`config.mk`:
```
export PLATFORM = sky130hd
export DESIGN_NAME = playfair_pair_cipher_unit
export DESIGN_NICKNAME = d
export VERILOG_FILES = /design/src/design/pcu_pkg.sv /design/src/design/pcu_pair_former.sv /design/src/design/pcu_pair_xform.sv /design/src/design/playfair_pair_cipher_unit.sv
export SDC_FILE = /design/constraint.sdc
export NUM_CORES = 1
export LEC_CHECK = 0
export CAP_MARGIN = 40
export CORE_ASPECT_RATIO = 0.9
export CORE_MARGIN = 5
export CORE_UTILIZATION = 49
export CTS_CLUSTER_DIAMETER = 80
export DETAILED_ROUTE_END_ITERATION = 8
export DONT_BUFFER_PORTS = 1
export RECOVER_POWER = 100
export SLEW_MARGIN = 20
export SYNTH_ARGS = -nofsm -noshare
export SYNTH_HDL_FRONTEND = slang
export SYNTH_SLANG_ARGS = --single-unit
```
`constraint.sdc`:
```
create_clock -name clk -period 9 [get_ports clk]
set_input_delay 0.45 -clock clk [delete_from_list [all_inputs] [get_ports clk]]
set_output_delay 0.45 -clock clk [all_outputs]
set_load 0.005 [all_outputs]
```
`src/design/pcu_pkg.sv`:
```
// ----------------------------------------------------------------------------
// pcu_pkg
// Shared types, register codes and helpers for the playfair pair cipher unit.
// ----------------------------------------------------------------------------
package pcu_pkg;

  // key square geometry
  localparam int SIDE       = 5;
  localparam int CELLS      = SIDE * SIDE;
  localparam int CELL_IDX_W = $clog2(CELLS);

  // configuration port geometry
  localparam int CFG_W     = 64;
  localparam int CFG_IDX_W = 4;

  typedef logic [7:0]             char_t;
  typedef logic [2:0]             coord_t;
  typedef logic [CELLS-1:0][7:0]  square_t;

  // one pair of letters on its way to the cipher stage
  typedef struct packed {
    char_t a;
    char_t b;
    logic  last;
  } pair_t;

  // head of the pair buffer as seen by the cipher stage
  typedef struct packed {
    logic  valid;
    pair_t pair;
  } pair_link_t;

  // configuration register indexes
  localparam logic [CFG_IDX_W-1:0] REG_CELLS_LO  = 4'd0;
  localparam logic [CFG_IDX_W-1:0] REG_CELLS_MID = 4'd1;
  localparam logic [CFG_IDX_W-1:0] REG_CELLS_HI  = 4'd2;
  localparam logic [CFG_IDX_W-1:0] REG_CELL_LAST = 4'd3;
  localparam logic [CFG_IDX_W-1:0] REG_MISSING   = 4'd4;
  localparam logic [CFG_IDX_W-1:0] REG_REPLACE   = 4'd5;
  localparam logic [CFG_IDX_W-1:0] REG_FILLER    = 4'd6;
  localparam logic [CFG_IDX_W-1:0] REG_MODE      = 4'd7;

  // reset values of the letter registers
  localparam char_t RST_MISSING = 8'd74;
  localparam char_t RST_REPLACE = 8'd73;
  localparam char_t RST_FILLER  = 8'd88;

  // move one place along a row or column, wrapping at the edge
  function automatic coord_t wrap_step(coord_t c, logic back);
    coord_t res;
    if (back) begin
      res = (c == coord_t'(0)) ? coord_t'(SIDE - 1) : coord_t'(c - coord_t'(1));
    end else begin
      res = (c == coord_t'(SIDE - 1)) ? coord_t'(0) : coord_t'(c + coord_t'(1));
    end
    return res;
  endfunction

  // row-major cell index from row and column
  function automatic logic [CELL_IDX_W-1:0] cell_idx(coord_t r, coord_t c);
    return CELL_IDX_W'(int'(r) * SIDE + int'(c));
  endfunction

endpackage

```
`src/design/pcu_pair_former.sv`:
```
// ----------------------------------------------------------------------------
// pcu_pair_former
// Letter substitution, pair grouping with filler insertion, two-entry pair
// buffer feeding the cipher stage.
// ----------------------------------------------------------------------------
module pcu_pair_former (
  input  logic               clk,
  input  logic               rst_n,
  input  logic               in_valid,
  output logic               in_ready,
  input  pcu_pkg::char_t     in_char,
  input  logic               in_end_of_message,
  input  pcu_pkg::char_t     missing_char,
  input  pcu_pkg::char_t     replacement_char,
  input  pcu_pkg::char_t     filler_char,
  input  logic               pop,
  output pcu_pkg::pair_link_t head
);
  import pcu_pkg::*;

  logic        accept;
  char_t       ch;
  pair_t       gen0;
  pair_t       gen1;
  logic [1:0]  n_gen;
  logic        pend_valid_r;
  logic        pend_valid_nxt;
  char_t       pend_char_r;
  char_t       pend_char_nxt;
  logic [1:0]  cnt_r;
  logic [1:0]  cnt_nxt;
  pair_t       slot_r   [2];
  pair_t       slot_nxt [2];

  // swap the missing letter for its replacement
  assign ch = (in_char == missing_char) ? replacement_char : in_char;

  // take a new letter only when the buffer is empty or its last pair drains this cycle
  assign in_ready = (cnt_r == 2'd0) || ((cnt_r == 2'd1) && pop);
  assign accept   = in_valid && in_ready;

  // pairing rules
  always_comb begin
    gen0           = '{a: pend_char_r, b: ch, last: in_end_of_message};
    gen1           = '{a: ch, b: filler_char, last: 1'b1};
    n_gen          = 2'd0;
    pend_valid_nxt = pend_valid_r;
    pend_char_nxt  = pend_char_r;
    if (pend_valid_r) begin
      if (ch != pend_char_r) begin
        n_gen          = 2'd1;
        pend_valid_nxt = 1'b0;
      end else begin
        // doubled letter: close the held one with filler
        gen0 = '{a: pend_char_r, b: filler_char, last: 1'b0};
        if (in_end_of_message) begin
          n_gen          = 2'd2;
          pend_valid_nxt = 1'b0;
        end else begin
          n_gen          = 2'd1;
          pend_valid_nxt = 1'b1;
          pend_char_nxt  = ch;
        end
      end
    end else begin
      if (in_end_of_message) begin
        // lone final letter gets padded
        gen0           = '{a: ch, b: filler_char, last: 1'b1};
        n_gen          = 2'd1;
        pend_valid_nxt = 1'b0;
      end else begin
        pend_valid_nxt = 1'b1;
        pend_char_nxt  = ch;
      end
    end
  end

  // pair buffer update
  always_comb begin
    cnt_nxt     = cnt_r;
    slot_nxt[0] = slot_r[0];
    slot_nxt[1] = slot_r[1];
    if (accept) begin
      slot_nxt[0] = gen0;
      slot_nxt[1] = gen1;
      cnt_nxt     = n_gen;
    end else if (pop) begin
      slot_nxt[0] = slot_r[1];
      cnt_nxt     = cnt_r - 2'd1;
    end
  end

  assign head.valid = (cnt_r != 2'd0);
  assign head.pair  = slot_r[0];

  // control state
  always_ff @(posedge clk) begin
    if (!rst_n) begin
      cnt_r        <= 2'd0;
      pend_valid_r <= 1'b0;
    end else begin
      cnt_r <= cnt_nxt;
      if (accept) begin
        pend_valid_r <= pend_valid_nxt;
      end
    end
  end

  // payload
  always_ff @(posedge clk) begin
    slot_r[0] <= slot_nxt[0];
    slot_r[1] <= slot_nxt[1];
    if (accept) begin
      pend_char_r <= pend_char_nxt;
    end
  end

endmodule

```
`src/design/pcu_pair_xform.sv`:
```
// ----------------------------------------------------------------------------
// pcu_pair_xform
// Square lookup and playfair row, column and rectangle rules for one pair,
// with the result register on the output channel.
// ----------------------------------------------------------------------------
module pcu_pair_xform (
  input  logic                clk,
  input  logic                rst_n,
  input  pcu_pkg::pair_link_t head,
  output logic                pop,
  input  pcu_pkg::square_t    cells,
  input  logic                decode_mode,
  output logic                out_valid,
  input  logic                out_ready,
  output pcu_pkg::char_t      out_first_out,
  output pcu_pkg::char_t      out_second_out,
  output logic                out_not_in_square,
  output logic                out_last_pair
);
  import pcu_pkg::*;

  logic   hit_a;
  logic   hit_b;
  coord_t ra;
  coord_t ca;
  coord_t rb;
  coord_t cb;
  coord_t r1;
  coord_t c1;
  coord_t r2;
  coord_t c2;
  logic   err;
  char_t  first_c;
  char_t  second_c;

  logic   out_valid_r;
  char_t  first_r;
  char_t  second_r;
  logic   err_r;
  logic   last_r;

  // locate both letters, lowest cell wins
  always_comb begin
    hit_a = 1'b0;
    hit_b = 1'b0;
    ra    = '0;
    ca    = '0;
    rb    = '0;
    cb    = '0;
    for (int k = CELLS - 1; k >= 0; k--) begin
      if (cells[k] == head.pair.a) begin
        hit_a = 1'b1;
        ra    = coord_t'(k / SIDE);
        ca    = coord_t'(k % SIDE);
      end
      if (cells[k] == head.pair.b) begin
        hit_b = 1'b1;
        rb    = coord_t'(k / SIDE);
        cb    = coord_t'(k % SIDE);
      end
    end
  end

  // same row, same column or rectangle
  always_comb begin
    r1 = ra;
    c1 = ca;
    r2 = rb;
    c2 = cb;
    if (ra == rb) begin
      c1 = wrap_step(ca, decode_mode);
      c2 = wrap_step(cb, decode_mode);
    end else if (ca == cb) begin
      r1 = wrap_step(ra, decode_mode);
      r2 = wrap_step(rb, decode_mode);
    end else begin
      c1 = cb;
      c2 = ca;
    end
  end

  // error pairs read as zero
  assign err      = !hit_a || !hit_b || (head.pair.a == head.pair.b);
  assign first_c  = err ? '0 : cells[cell_idx(r1, c1)];
  assign second_c = err ? '0 : cells[cell_idx(r2, c2)];

  // move the head pair into the result register when it is free or its pair leaves
  assign pop = head.valid && (!out_valid_r || out_ready);

  always_ff @(posedge clk) begin
    if (!rst_n) begin
      out_valid_r <= 1'b0;
    end else if (pop) begin
      out_valid_r <= 1'b1;
    end else if (out_ready) begin
      out_valid_r <= 1'b0;
    end
  end

  always_ff @(posedge clk) begin
    if (pop) begin
      first_r  <= first_c;
      second_r <= second_c;
      err_r    <= err;
      last_r   <= head.pair.last;
    end
  end

  assign out_valid         = out_valid_r;
  assign out_first_out     = first_r;
  assign out_second_out    = second_r;
  assign out_not_in_square = err_r;
  assign out_last_pair     = last_r;

endmodule

```
`src/design/playfair_pair_cipher_unit.sv`:
```
// ----------------------------------------------------------------------------
// playfair_pair_cipher_unit
// Playfair pair cipher over a configurable 5x5 key square.
// ----------------------------------------------------------------------------
// One character is taken per cycle while the receiver takes pairs freely. A
// letter that closes a pair passes the pair buffer and then the result register
// before it is presented on the output. The square lookup (25 parallel
// comparators per letter) and the row, column and rectangle rules are
// combinational between the pair buffer and the result register. The output
// port moves one pair per cycle while the receiver is ready, so a doubled letter
// at the end of a message, which yields two pairs, holds the input until the
// second of them leaves the pair buffer. Configuration writes take effect at
// once and are expected only while the unit is idle.
// ----------------------------------------------------------------------------
module playfair_pair_cipher_unit (
  input  logic                              clk,
  input  logic                              rst_n,
  input  logic                              in_valid,
  output logic                              in_ready,
  input  pcu_pkg::char_t                    in_char,
  input  logic                              in_end_of_message,
  output logic                              out_valid,
  input  logic                              out_ready,
  output pcu_pkg::char_t                    out_first_out,
  output pcu_pkg::char_t                    out_second_out,
  output logic                              out_not_in_square,
  output logic                              out_last_pair,
  input  logic                              cfg_we,
  input  logic [pcu_pkg::CFG_IDX_W-1:0]     cfg_index,
  input  logic [pcu_pkg::CFG_W-1:0]         cfg_wdata
);
  import pcu_pkg::*;

  square_t    cells_r;
  char_t      missing_r;
  char_t      replace_r;
  char_t      filler_r;
  logic       mode_r;
  pair_link_t head;
  logic       pop;

  // configuration registers
  always_ff @(posedge clk) begin
    if (!rst_n) begin
      cells_r   <= '0;
      missing_r <= RST_MISSING;
      replace_r <= RST_REPLACE;
      filler_r  <= RST_FILLER;
      mode_r    <= 1'b0;
    end else if (cfg_we) begin
      unique case (cfg_index)
        REG_CELLS_LO:  cells_r[7:0]   <= cfg_wdata;
        REG_CELLS_MID: cells_r[15:8]  <= cfg_wdata;
        REG_CELLS_HI:  cells_r[23:16] <= cfg_wdata;
        REG_CELL_LAST: cells_r[24]    <= cfg_wdata[7:0];
        REG_MISSING:   missing_r      <= cfg_wdata[7:0];
        REG_REPLACE:   replace_r      <= cfg_wdata[7:0];
        REG_FILLER:    filler_r       <= cfg_wdata[7:0];
        REG_MODE:      mode_r         <= cfg_wdata[0];
        default: ;
      endcase
    end
  end

  // pair grouping and buffer
  pcu_pair_former u_former (
    .clk               (clk),
    .rst_n             (rst_n),
    .in_valid          (in_valid),
    .in_ready          (in_ready),
    .in_char           (in_char),
    .in_end_of_message (in_end_of_message),
    .missing_char      (missing_r),
    .replacement_char  (replace_r),
    .filler_char       (filler_r),
    .pop               (pop),
    .head              (head)
  );

  // cipher rules and result register
  pcu_pair_xform u_xform (
    .clk               (clk),
    .rst_n             (rst_n),
    .head              (head),
    .pop               (pop),
    .cells             (cells_r),
    .decode_mode       (mode_r),
    .out_valid         (out_valid),
    .out_ready         (out_ready),
    .out_first_out     (out_first_out),
    .out_second_out    (out_second_out),
    .out_not_in_square (out_not_in_square),
    .out_last_pair     (out_last_pair)
  );

`ifndef ASSERT_OFF
  // a flagged pair carries no letters
  a_err_zero: assert property (@(posedge clk) disable iff (!rst_n)
    out_valid && out_not_in_square |-> (out_first_out == '0) && (out_second_out == '0))
    else $error("error pair carries nonzero letters");

  // the last character of a message always leaves a pair behind
  a_eom_pair: assert property (@(posedge clk) disable iff (!rst_n)
    in_valid && in_ready && in_end_of_message |=> head.valid)
    else $error("end of message produced no pair");

  // input stalls only while pairs wait in the buffer
  a_stall_cause: assert property (@(posedge clk) disable iff (!rst_n)
    !in_ready |-> head.valid)
    else $error("input stalled with empty pair buffer");

  // a pair leaving the buffer always lands in the result register
  a_pop_out: assert property (@(posedge clk) disable iff (!rst_n)
    pop |=> out_valid)
    else $error("popped pair not presented");
`endif

endmodule

```
==> results.sh <==
export IMPL_cts_post_setup_buffers_inserted=0
export IMPL_top_level_port_count=102
export IMPL_ys_async_sr_fraction_pct=0
export IMPL_clk_insertion_delay_late_ps=620
export IMPL_antenna_found_initial=3
export IMPL_detail_route_wl_per_cell_um=29.30
export IMPL_min_period_ps=8257
export IMPL_grt_first_pass_wirelength_um=121200
export IMPL_synth_warnings=0
export IMPL_p_clk_share_pct=14.8
export IMPL_timing_critical_path_arrival_ps=8620
export IMPL_vias=17880
export IMPL_status="finished, violations left"
export IMPL_seq_area_um2=6356
export IMPL_p_switching_w=0.004187
export IMPL_final_design_area_no_fill_um2=22380
export IMPL_postSynthNetCount=2398
export IMPL_gp_congestion=1.035
export IMPL_die_area_um2=45570
export IMPL_cts_made_buffers=31
export IMPL_setup_viol=0
export IMPL_synth_common_cells="516 x sky130_fd_sc_hd__nand2_1, 230 x sky130_fd_sc_hd__xor2_1, 229 x sky130_fd_sc_hd__dfxtp_1, 226 x sky130_fd_sc_hd__a21oi_1, 211 x sky130_fd_sc_hd__xnor2_1"
export IMPL_share_seq_of_total_power_pct=18.0
export IMPL_cts_htree_levels=1
export IMPL_first_iteration_detailed_routing_drc_count=2232
export IMPL_hold_path_class="input pin to flop"
export IMPL_drive_above_1_share_pct=9.536
export IMPL_cts_tree="yes"
export IMPL_crit_path_max_fanout=16
export IMPL_timing_setup_critical_path_class="flop to flop"
export IMPL_r2r_cell_count=24
export IMPL_cellInternalPower_w=0.004703
export IMPL_die_width_um=224.5
export IMPL_synth_seq_cells=288
export IMPL_grt_use_total_pct=35.79
export IMPL_post_cts_resized_instances=0
export IMPL_finalWorstSetupSlack_ps=742.7
export IMPL_total_iterations_of_the_first_detailed_routing_run=6
export IMPL_holdWs_ps=14.97
export IMPL_pwr_density_cell_nw_per_um2=397.2
export IMPL_synth_enable_flop_cells=59
export IMPL_rows=70
export IMPL_synth_main_ff_cell="sky130_fd_sc_hd__dfxtp_1"
export IMPL_effective_utilization_at_floorplan_pct=49.70
export IMPL_fillerInstances=3821
export IMPL_part_of_the_yosys_area_used_for_sequential_elements_pct=31.33
export IMPL_critPathCaptureType="flop"
export IMPL_port_buffers=0
export IMPL_clock_root_buffer="sky130_fd_sc_hd__clkbuf_16"
export IMPL_required_ps=9370
export IMPL_hold_viol_final=0
export IMPL_design_core_area_um2=40810
export IMPL_first_global_vias=16830
export IMPL_synthMostInstantiatedCell="sky130_fd_sc_hd__nand2_1"
export IMPL_lkg_pwr_nw=8.152
export IMPL_power_share_combinational_pct=67.2
export IMPL_antenna_violating_nets_post_route=0
export IMPL_fin_setup_tns_ps=0
export IMPL_synth_avg_cell_area_um2=8.881
export IMPL_max_freq_ghz=0.1211
export IMPL_cts_max_path_buffers=3
export IMPL_detailedPlace_worstSlack_ps=1137
export IMPL_drt_vias_per_instance=6.274
export IMPL_timing_hold_worst_path_depth=2
export IMPL_netSwitchingFraction_pct=47.10
export IMPL_failing_checks="max-capacitance violations, max-slew violations"
export IMPL_synth_top_area_cell="sky130_fd_sc_hd__dfxtp_1"
export IMPL_drt_total_wl_um=83490
export IMPL_regToRegSetupSlack_ps=740
export IMPL_timing_critical_path_from_type="flop"
export IMPL_worstMarginPinSlew_ps=3459
export IMPL_multi_input_area_um2=12960
export IMPL_finalNetCount=2396
export IMPL_rsz0062_at_grt="no"
export IMPL_post_synth_main_area_contributors="sky130_fd_sc_hd__dfxtp_1 23%, sky130_fd_sc_hd__mux4_2 11%, sky130_fd_sc_hd__xor2_1 9.9%, sky130_fd_sc_hd__nand2_1 9.5%, sky130_fd_sc_hd__xnor2_1 9.1%"
export IMPL_drv_cap=5
export IMPL_die_height_um=203.0
export IMPL_timing_max_slew_rel_slack_pct=-130.6
export IMPL_area_growth_syn_to_fin_pct=10.34
export IMPL_route_detailed_drc=0
export IMPL_cts_sinks=288
export IMPL_cts_hold_fix_buffers=67
export IMPL_dpl_hpwl_um=61380
export IMPL_post_synthesis_cell_type_count=64
export IMPL_period_share_pct=91.75
export IMPL_synth_top_cell_area_share_pct=22.60
export IMPL_finalCoreUtilization_pct=54.84
export IMPL_grt_start_max_net_pins=89
export IMPL_post_synthesis_cell_area_um2=20280
export IMPL_number_of_cells_produced_by_synthesis=2284
export IMPL_path_clk_slew_ps=70
export IMPL_fin_worst_skew_ps=28.12
export IMPL_ir_drop_uv=743.3
export IMPL_timing_max_transition_violations_final=199
export IMPL_grt_remaining_overflow=0
export IMPL_dpl_instance_area_um2=20640
-- area by class of cell --
type,instances,area share [%]
clock buffers,48,4.215
flip-flops and latches,288,28.40
well taps,540,3.019
inverters,38,0.6596
clock inverters,10,0.4863
diodes,3,0.03354
repair buffers,126,5.288
multi-input cells,1797,57.90
-- worst paths after layout --
check / startpoint / endpoint
worst max register to register: u_former.slot_r[0][8] / u_xform.out_second_out[5]
worst min-delay path: cfg_wdata[7] / cells_r[199]
worst min register to register: u_former.slot_r[0][0] / u_xform.out_last_pair
worst max-delay path: u_former.slot_r[0][8] / u_xform.out_second_out[5]
-- worst max-delay path: stages (launching register included) --
cell,delay [ps]
sky130_fd_sc_hd__edfxtp_1,830
sky130_fd_sc_hd__buf_4,420
sky130_fd_sc_hd__xnor2_1,160
sky130_fd_sc_hd__nand4_1,90
sky130_fd_sc_hd__nor2_1,330
sky130_fd_sc_hd__o2111ai_1,170
sky130_fd_sc_hd__a2111oi_0,600
sky130_fd_sc_hd__o21ai_0,210
sky130_fd_sc_hd__a21oi_1,620
sky130_fd_sc_hd__xnor2_1,210
sky130_fd_sc_hd__nor4_4,660
sky130_fd_sc_hd__a211oi_1,170
sky130_fd_sc_hd__a211o_1,310
sky130_fd_sc_hd__o221ai_2,60
sky130_fd_sc_hd__buf_4,230
sky130_fd_sc_hd__inv_1,70
sky130_fd_sc_hd__ha_1,300
sky130_fd_sc_hd__ha_1,300
sky130_fd_sc_hd__inv_1,50
sky130_fd_sc_hd__fa_1,710
sky130_fd_sc_hd__clkbuf_1,620
sky130_fd_sc_hd__mux2i_1,420
sky130_fd_sc_hd__o21ai_0,190
sky130_fd_sc_hd__a22oi_1,190
sky130_fd_sc_hd__mux2i_1,100
-- metrics by stage --
step                total power (W)  std cells
floorplan                  0.006012       2284
global placement           0.007423       2706
detailed placement         0.007498       2716
CTS                        0.008852       2841
global route               0.009270       2847
finish                     0.008891       2850
-- layer usage --
metal  global-route usage, %  vias up  routed length [um]
met3                   8.183      157                8493
met1                   51.51     8809               36010
li1                        -     7965                   -
met5                       0        -                  20
met2                   53.50      948               35700
met4                   11.50        2                3269
-- power by group through the flow --
| stage | Sequential, W | Combinational [W] | Clock [W] |
|---|---|---|---|
| finish | 0.00160 | 0.00597 | 0.00132 |
| global route | 0.00161 | 0.00627 | 0.00139 |
| CTS | 0.00159 | 0.00593 | 0.00133 |
| detailed placement | 0.00162 | 0.00588 | 0 |
| global placement | 0.00163 | 0.00580 | 0 |
| floorplan | 0.00154 | 0.00447 | 0 |
-- state kept, by name, indices dropped and copies added (netlist names) --
register / flops
cells_r: 200
filler_r: 8
missing_r: 8
mode_r: 1
replace_r: 8
u_former.cnt_r: 2
u_former.pend_char_r: 8
u_former.pend_valid_r: 1
u_former.slot_r: 33
u_xform.out_first_out: 8
u_xform.out_last_pair: 1
u_xform.out_not_in_square: 1
u_xform.out_second_out: 8
u_xform.out_valid: 1
-- layout by cell type (no fill, tap or decap), types with 36 or more instances in the layout --
cell | Yosys | routed
sky130_fd_sc_hd__dfxtp_1 | 229 | 229
sky130_fd_sc_hd__inv_1 | 37 | 36
sky130_fd_sc_hd__xor2_1 | 230 | 230
sky130_fd_sc_hd__xnor2_1 | 211 | 211
sky130_fd_sc_hd__mux4_2 | 101 | 101
sky130_fd_sc_hd__edfxtp_1 | 59 | 59
sky130_fd_sc_hd__nand4_1 | 54 | 54
sky130_fd_sc_hd__nand2_1 | 516 | 515
sky130_fd_sc_hd__mux2i_1 | 85 | 85
sky130_fd_sc_hd__nor2_1 | 69 | 69
sky130_fd_sc_hd__a21oi_1 | 226 | 226
sky130_fd_sc_hd__o21ai_0 | 68 | 68
sky130_fd_sc_hd__nor4_1 | 56 | 56
sky130_fd_sc_hd__dlygate4sd3_1 | 0 | 67
-- cells by family (layout without fill, tap and decap cells) --
logic type,count (synthesis),in the layout,share of synthesized area [%]
multiplexers,189,189,15.57
other,0,3,0
buffers and inverters,199,222,4.996
adder cells (fa/ha/maj),32,32,2.048
AO/OA/AOI/OAI,373,373,10.31
flip-flops,288,288,31.33
XOR/XNOR,441,441,19.04
AND/OR/NAND/NOR,762,762,16.69
Power figures use the tool's default switching activity.
